==> config.mk <==
export PLATFORM = sky130hd
export DESIGN_NAME = izh_stage
export DESIGN_NICKNAME = d
export VERILOG_FILES = /design/src/hdl/izh_pkg.sv /design/src/hdl/izh_stage.sv
export SDC_FILE = /design/constraint.sdc
export NUM_CORES = 2
export LEC_CHECK = 0
export BUFFER_PORTS_ARGS = -buffer_cell sky130_fd_sc_hd__buf_4
export CORE_MARGIN = 1.5
export CORE_UTILIZATION = 60
export DETAILED_ROUTE_END_ITERATION = 10
export PLACE_DENSITY = 0.77
export SYNTH_ARGS = -nofsm -noshare
export SYNTH_HDL_FRONTEND = slang
export SYNTH_SLANG_ARGS = --single-unit
==> constraint.sdc <==
create_clock -name clock -period 19.9 [get_ports clock]
set_input_delay 2.985 -clock clock [delete_from_list [all_inputs] [get_ports clock]]
set_output_delay 2.985 -clock clock [all_outputs]
set_load 0.02 [all_outputs]
==> src/hdl/izh_pkg.sv <==
`timescale 1ns / 1ps
// Package for the Izhikevich neuron update block.
// Holds fixed-point formats, constants and saturation helpers; no dependencies.
package izh_pkg;

   localparam int Q8_W = 22;
   localparam int NEURONS_DEF = 1024;
   localparam int HISTORY_WORDS_DEF = 2;
   localparam int IDX_W = 10;
   localparam int THR_W = 16;
   localparam int PA_W = 16;
   localparam int PB_W = 16;
   localparam logic [THR_W-1:0] THR_RESET = 16'd7680;
   localparam logic signed [Q8_W-1:0] V_RESET = -22'sd16640;
   localparam logic signed [Q8_W-1:0] U_RESET = -22'sd3328;
   localparam logic signed [15:0] COEF_004 = 16'sd2621;
   localparam logic signed [23:0] C140 = 24'sd35840;
   localparam int HALF_STEPS = 2;

   typedef logic signed [Q8_W-1:0] q8_type;

   function automatic q8_type sat22(input logic signed [47:0] x);
      if (x > 48'sd2097151) begin
         return 22'sd2097151;
      end else if (x < -48'sd2097152) begin
         return -22'sd2097152;
      end
      return x[Q8_W-1:0];
   endfunction

endpackage

==> src/hdl/izh_stage.sv <==
`timescale 1ns / 1ps
// One Euler half step of the Izhikevich equations, three register stages.
// Depends on izh_pkg.
module izh_stage
   import izh_pkg::*;
#(
   parameter int TAG_W = 8
) (
   input  logic                    clock,
   input  logic                    reset,
   input  logic                    in_valid,
   input  logic [TAG_W-1:0]        in_tag,
   input  q8_type                  in_v,
   input  q8_type                  in_u,
   input  q8_type                  in_i,
   input  logic [PA_W-1:0]         in_a,
   input  logic signed [PB_W-1:0]  in_b,
   input  logic [THR_W-1:0]        in_thr,
   output logic                    out_valid,
   output logic [TAG_W-1:0]        out_tag,
   output q8_type                  out_v,
   output q8_type                  out_u
);

   // stage 1: v*v, then 0.04 scale
   logic [2:0] vld_ff;
   logic [TAG_W-1:0] tag1_ff, tag2_ff, tag3_ff;
   q8_type v1_ff, u1_ff, i1_ff, v2_ff, u2_ff, u3_ff, v3_ff;
   logic [PA_W-1:0] a1_ff, a2_ff, a3_ff;
   logic signed [PB_W-1:0] b1_ff, b2_ff;
   logic run1_ff, run2_ff, run3_ff;
   logic signed [43:0] vv1_ff;
   logic signed [37:0] bv3_ff;

   logic run0;
   logic signed [60:0] sq_full;
   logic signed [47:0] sq, dv, vsum;
   q8_type vnew;
   logic signed [47:0] diff, prod, usum;

   assign run0 = ($signed({1'b0, in_thr}) > $signed({in_v[Q8_W-1], in_v}));

   always_comb begin
      sq_full = vv1_ff * $signed({1'b0, COEF_004}) + 61'sd8388608;
      sq = 48'(sq_full >>> 24);
      dv = sq + 48'(v1_ff) * 48'sd5 + 48'(C140) - 48'(u1_ff) + 48'(i1_ff);
      vsum = 48'(v1_ff) + (dv >>> 1);
      vnew = sat22(vsum);
      diff = 48'(bv3_ff >>> 14) - 48'(u3_ff);
      prod = 48'(diff * $signed({1'b0, a3_ff}));
      usum = 48'(u3_ff) + (prod >>> 17);
   end

   always_ff @(posedge clock) begin
      if (reset) begin
         vld_ff <= '0;
      end else begin
         vld_ff <= {vld_ff[1:0], in_valid};
      end
      tag1_ff <= in_tag; v1_ff <= in_v; u1_ff <= in_u; i1_ff <= in_i;
      a1_ff <= in_a; b1_ff <= in_b; run1_ff <= run0;
      vv1_ff <= in_v * in_v;
      tag2_ff <= tag1_ff; u2_ff <= u1_ff; a2_ff <= a1_ff; b2_ff <= b1_ff;
      run2_ff <= run1_ff;
      v2_ff <= run1_ff ? vnew : v1_ff;
      tag3_ff <= tag2_ff; u3_ff <= u2_ff; a3_ff <= a2_ff; v3_ff <= v2_ff;
      run3_ff <= run2_ff;
      bv3_ff <= b2_ff * v2_ff;
   end

   assign out_valid = vld_ff[2];
   assign out_tag = tag3_ff;
   assign out_v = v3_ff;
   assign out_u = run3_ff ? sat22(usum) : u3_ff;

endmodule

Yosys cells after proc, flatten, opt, wreduce, memory -nomap -nowiden
Index checks and enable logic that the tools add are counted.
- bits in registers: 346
- input bits: 125
- word-level logic and storage cells: 51
- add/sub/neg operators: 8
- multipliers: 5
- magnitude comparators: 5
- multiplexer cells: 12
- operators by type and width (cell ; number):
    22-bit 2-to-1 mux ; 8
    57-bit by 25-bit adder with 58-bit output (second input constant) ; 1
    44-bit by 13-bit multiplier with 57-bit output (second input constant) ; 1
    22-bit by 22-bit multiplier with 44-bit output ; 1
    25-bit by 17-bit multiplier with 42-bit output ; 1
    22-bit by 37-bit adder with 38-bit output ; 1
    37-bit by 22-bit adder with 38-bit output ; 1
    38-bit by 22-bit greater-than comparator with 1-bit output (second input constant) ; 1
    38-bit by 22-bit less-than comparator with 1-bit output (second input constant) ; 1
    16-bit by 22-bit multiplier with 38-bit output ; 1
    36-bit by 22-bit subtractor with 37-bit output ; 1
    35-bit by 17-bit adder with 36-bit output (second input constant) ; 1
    34-bit by 26-bit adder with 35-bit output ; 1
    22-bit by 25-bit adder with 26-bit output ; 1
    26-bit by 22-bit greater-than comparator with 1-bit output (second input constant) ; 1
    26-bit by 22-bit less-than comparator with 1-bit output (second input constant) ; 1
    22-bit by 4-bit multiplier with 26-bit output (second input constant) ; 1
    24-bit by 22-bit subtractor with 25-bit output ; 1
    17-bit by 22-bit greater-than comparator with 1-bit output ; 1
    1-bit 2-to-1 mux ; 4

Longest topological paths before layout
- depth in word-level cells: 12
- mapped depth: 53
- depth with buffers taken out: 51

Least setup slack after synthesis
No wires, ideal clock.
- path kind: flip-flop to output port
- from: reg u3_ff[0]
- to: out out_u[2]
- arrival time: 10962 ps
- data required time: 16915 ps
- slack: 5953 ps
- cell stages (with the launch flop): 46
- buffers on the path: 2
- path through: dfxtp_1 > ha_1 > inv_1 > fa_1 > a21o_1 > a21oi_1 > o21bai_1 > a21oi_1 > o21ai_0 > a21o_1 > a21oi_1 > xnor2_1 > clkbuf_1 > nand2_1 > fa_1 > inv_1 > fa_1 > inv_1 > [... 10 more ...] > a21boi_0 > o21ai_0 > o21ai_0 > a21o_1 > xor2_1 > ha_1 > o21ai_0 > nand2b_1 > o41a_1 > o41ai_1 > o311ai_1 > a211o_1 > a31oi_1 > xor2_1 > o41ai_1 > clkbuf_1 > nand3_1 > a21oi_1
- cells in the longest elaborated chain, start to end: 8
- elaborated cells on any way between the ends: 10
- ends and longest elaborated chain (element ; RTL line ; RTL):
    start: declaration ; izh_stage.sv:28 ; q8_type v1_ff, u1_ff, i1_ff, v2_ff, u2_ff, u3_ff, v3_ff;
    start signal: assignment ; izh_stage.sv:66 ; tag3_ff <= tag2_ff; u3_ff <= u2_ff; a3_ff <= a2_ff; v3_ff <= v2_ff;
    24-bit by 22-bit subtractor with 25-bit output ; izh_stage.sv:49 ; diff = 48'(bv3_ff >>> 14) - 48'(u3_ff);
    25-bit by 17-bit multiplier with 42-bit output ; izh_stage.sv:50 ; prod = 48'(diff * $signed({1'b0, a3_ff}));
    22-bit by 25-bit adder with 26-bit output * ; izh_stage.sv:51 ; usum = 48'(u3_ff) + (prod >>> 17);
    26-bit by 22-bit less-than comparator with 1-bit output ; izh_pkg.sv:25 ; end else if (x < -48'sd2097152) begin
    1-bit 2-to-1 mux ; izh_pkg.sv:25 ;
    1-bit 2-to-1 mux ; izh_pkg.sv:23 ; if (x > 48'sd2097151) begin
    22-bit 2-to-1 mux * ; izh_pkg.sv:28 ; return x[Q8_W-1:0];
    22-bit 2-to-1 mux * ; izh_stage.sv:74 ; assign out_u = run3_ff ? sat22(usum) : u3_ff;
    end: declaration ; izh_stage.sv:22 ; output q8_type out_u
Every way passes the cells marked *; elsewhere a longest branch is shown, timed or not.

Worst setup path in the final report
- from: reg u3_ff[0]
- to: out out_u[4]
The elaborated chain is that of the path after synthesis.

==> reports/results.ini <==
[finish]
layout.nets = 9747
n_fill_cell = 9156
final_layout_size_suffix_gt1_share_pct = 5.053
area_growth_pct = 6.347

[clocking]
cts_buffer_depth = 3
clk_pin_slew_worst_paths_ps = 70
ctsResizeCount = 0
root_buffer = clkbuf_16
holdBufCountCts = 0
cts.htree.levels = 2
cts_tree = built
cts.sinks = 330
cts_buffers = 40
clock_latency_ps = 630
postCtsSetupRepairBufs = 0

[drt]
drc = 0
wl_met2_um = 80530
wire_per_inst_um = 18.61
dr.pass1.iters = 5
ant_nets = 0
drtIter0Drc = 2974
wl_um = 165200
viasPerCell = 5.480
highest_layer = met5
vias = 48652
wl_met1_um = 64480
wl_met3_um = 12600

[synthesis]
synth_top_area_share_pct = 43.38
synthArstFlopShare_pct = 0
synth_edf_count = 0
synth_ff_type = dfxtp_1
yosys_register_bits = 330
synth_warnings = 0
netlist_area_mm2 = 0.06876
synthDistinctLibCells = 83
synthSimpleGateAreaFrac_pct = 10.94
synth_compound_area_share_pct = 6.531
synth_area_per_cell_um2 = 9.488
synth_adder_area_share_pct = 57.96
yosysSeqAreaShare_pct = 9.608
synthTopCellsByArea = fa_1 (43%), ha_1 (15%), inv_1 (10%)
synth_top_family_by_area = adder cells
yosysTopAreaCell = fa_1
synth_xor_area_share_pct = 3.385
synthCells = 7247
synthMuxAreaShare_pct = 0.1201

[timing]
fin_crit_sh_pct = 81.69
setup_viol = 0
fmax_ghz = 0.06151
finClkSkew_ps = 33.49
period_needed_ps = 16260
maxSlewHeadroom_pct = 21.18
fin_setup_tns_ps = 0
hold_viol = 0
rsz0062_at_grt = no
tightest_slew_ps = 1182
setup_ws_ps = 3643
drv_slew = 0

[grt]
grt-ovfl-total = 0
grt_use_total_pct = 29.56
grt_pass1_wl_um = 270700
grt_pass1_vias = 53496
grt_antenna_before_repair = 6
grt_max_degree = 46

[status]
status = finished clean

[floorplan]
dieArea_mm2 = 0.1166
core-area_mm2 = 0.1140
fp-row-count = 124
ioPinCount = 178
start_util_pct = 60.29
die_w_um = 341.5
die_y_um = 341.5

[worst_setup_path]
cpMostUsedCell = fa_1
critPathArrivalTime_ps = 13270
slowest_stage = o41ai_1
timing_worst_setup_path_type = flip-flop to primary output
worstPathMaxFanout = 21
critPathCaptureType = primary output
worstSetupStartpointType = flip-flop
cpPeakStageDelay_ps = 850
cp.required_ps = 16910

[run]
max-cap-violations = 0

[placed_design]
gp_congestion = 0.9350
post-dp-hpwl_um = 137400
place_ws_ps = 4350
port_buffers = 177

[worst_hold_path]
min_path_type = flip-flop to flip-flop

==> through the flow <==
stage          util, %  hold slack (ps)  cell area (um^2)  cells
2_1_floorplan        -            309.6             68760   7248
3_3_place_gp     62.87            309.9             71690   8801
3_5_place_dp     62.87            312.1             71690   8801
4_1_cts          64.11            322.5             73110   8874
5_1_grt          64.11            326.0             73110   8874
6_report         64.12            318.3             73120   8878
==> registers in the layout, indices dropped and copies added (netlist names), 21 cells and up <==
name,cells
out_v,22
u3_ff,22
u1_ff,22
i1_ff,22
vv1_ff,43
v1_ff,21
bv3_ff,24
v2_ff,22
u2_ff,22
==> layout by cell type, fill, tap and decap left out, types with 20 or more instances in the layout <==
cell / instances
nor2_1: 270
and3_1: 25
xor2_1: 74
dfxtp_1: 330
xnor2_1: 184
buf_4: 239
o22ai_2: 20
nor2b_1: 46
o21bai_1: 27
ha_1: 801
inv_1: 1877
fa_1: 1490
o21a_1: 28
clkbuf_16: 41
and2_1: 303
a211oi_1: 21
nand2b_1: 64
a21o_1: 104
nand2_1: 690
nand4_1: 40
nand3_1: 41
o21ai_0: 126
a21oi_1: 212
a31oi_1: 24
nor3_1: 35
==> layer usage <==
| layer | vias to the layer above | GRT usage, % |
|---|---|---|
| met3 | 436 | 5.150 |
| met4 | 4 | 12.19 |
| li1 | 21937 | - |
| met1 | 24530 | 36.79 |
| met2 | 1745 | 50.96 |
| met5 | - | 0 |
==> synth_stat cells (9+ instances only) <==
library cell / number
ha_1: 801
and3b_1: 9
inv_1: 1877
a31o_2: 9
nor3_1: 35
a31oi_1: 24
and2_1: 303
and3_1: 25
o21a_1: 28
buf_1: 11
a21o_1: 104
nor2_1: 270
nand3_1: 41
clkbuf_1: 175
o21ai_0: 126
fa_1: 1490
o22ai_2: 20
xnor2_1: 188
a211oi_1: 21
nand2_1: 690
o31ai_1: 10
xor2_1: 74
dfxtp_1: 330
or3_1: 12
nand4_1: 40
nand3b_1: 12
nor2b_1: 46
o21bai_1: 27
nand2b_1: 64
a21oi_1: 212
o211ai_1: 11
a211o_1: 12
or2_2: 12
==> logic make-up (layout without fill, tap and decap cells) <==
logic type | after synthesis | in the layout
AND/OR/NAND/NOR | 1584 | 1584
multiplexers | 8 | 8
other | 2 | 7
buffers and inverters | 2082 | 2196
XOR/XNOR | 264 | 264
AO/OA/AOI/OAI | 686 | 686
adder cells (fa/ha/maj) | 2291 | 2291
flip-flops | 330 | 330
==> final timing paths <==
check	slack, ps	startpoint	end	cells past startpoint
max	3640	u3_ff[0]	out_u[4]	46
min	320	b1_ff[0]	b2_ff[0]	0
max reg2reg	6410	vv1_ff[17]	v2_ff[9]	47
min reg2reg	320	b1_ff[0]	b2_ff[0]	0
==> cell type report <==
class,instances,area (um^2),area share (%)
inverter,1884,7072,9.671
multi-input combinational,4836,54320,74.30
clock buffer,53,1131,1.547
clock inverter,20,290.3,0.3970
sequential,330,6606,9.035
antenna,4,10.01,0.01369
timing repair buffer,239,1794,2.454
tap,1512,1892,2.587
==> critical path, delay by kind of cell, from the launching register on <==
| kind | cells | cell delay (ps) |
|---|---|---|
| flip-flops | 1 | 360 |
| AND/OR/NAND/NOR | 4 | 430 |
| AO/OA/AOI/OAI | 22 | 6080 |
| XOR/XNOR | 3 | 430 |
| buffers and inverters | 7 | 990 |
| adder cells (fa/ha/maj) | 10 | 4320 |
Power is not shown: default switching activity piles up to over one toggle a cycle in this logic, so the estimate is an artifact.
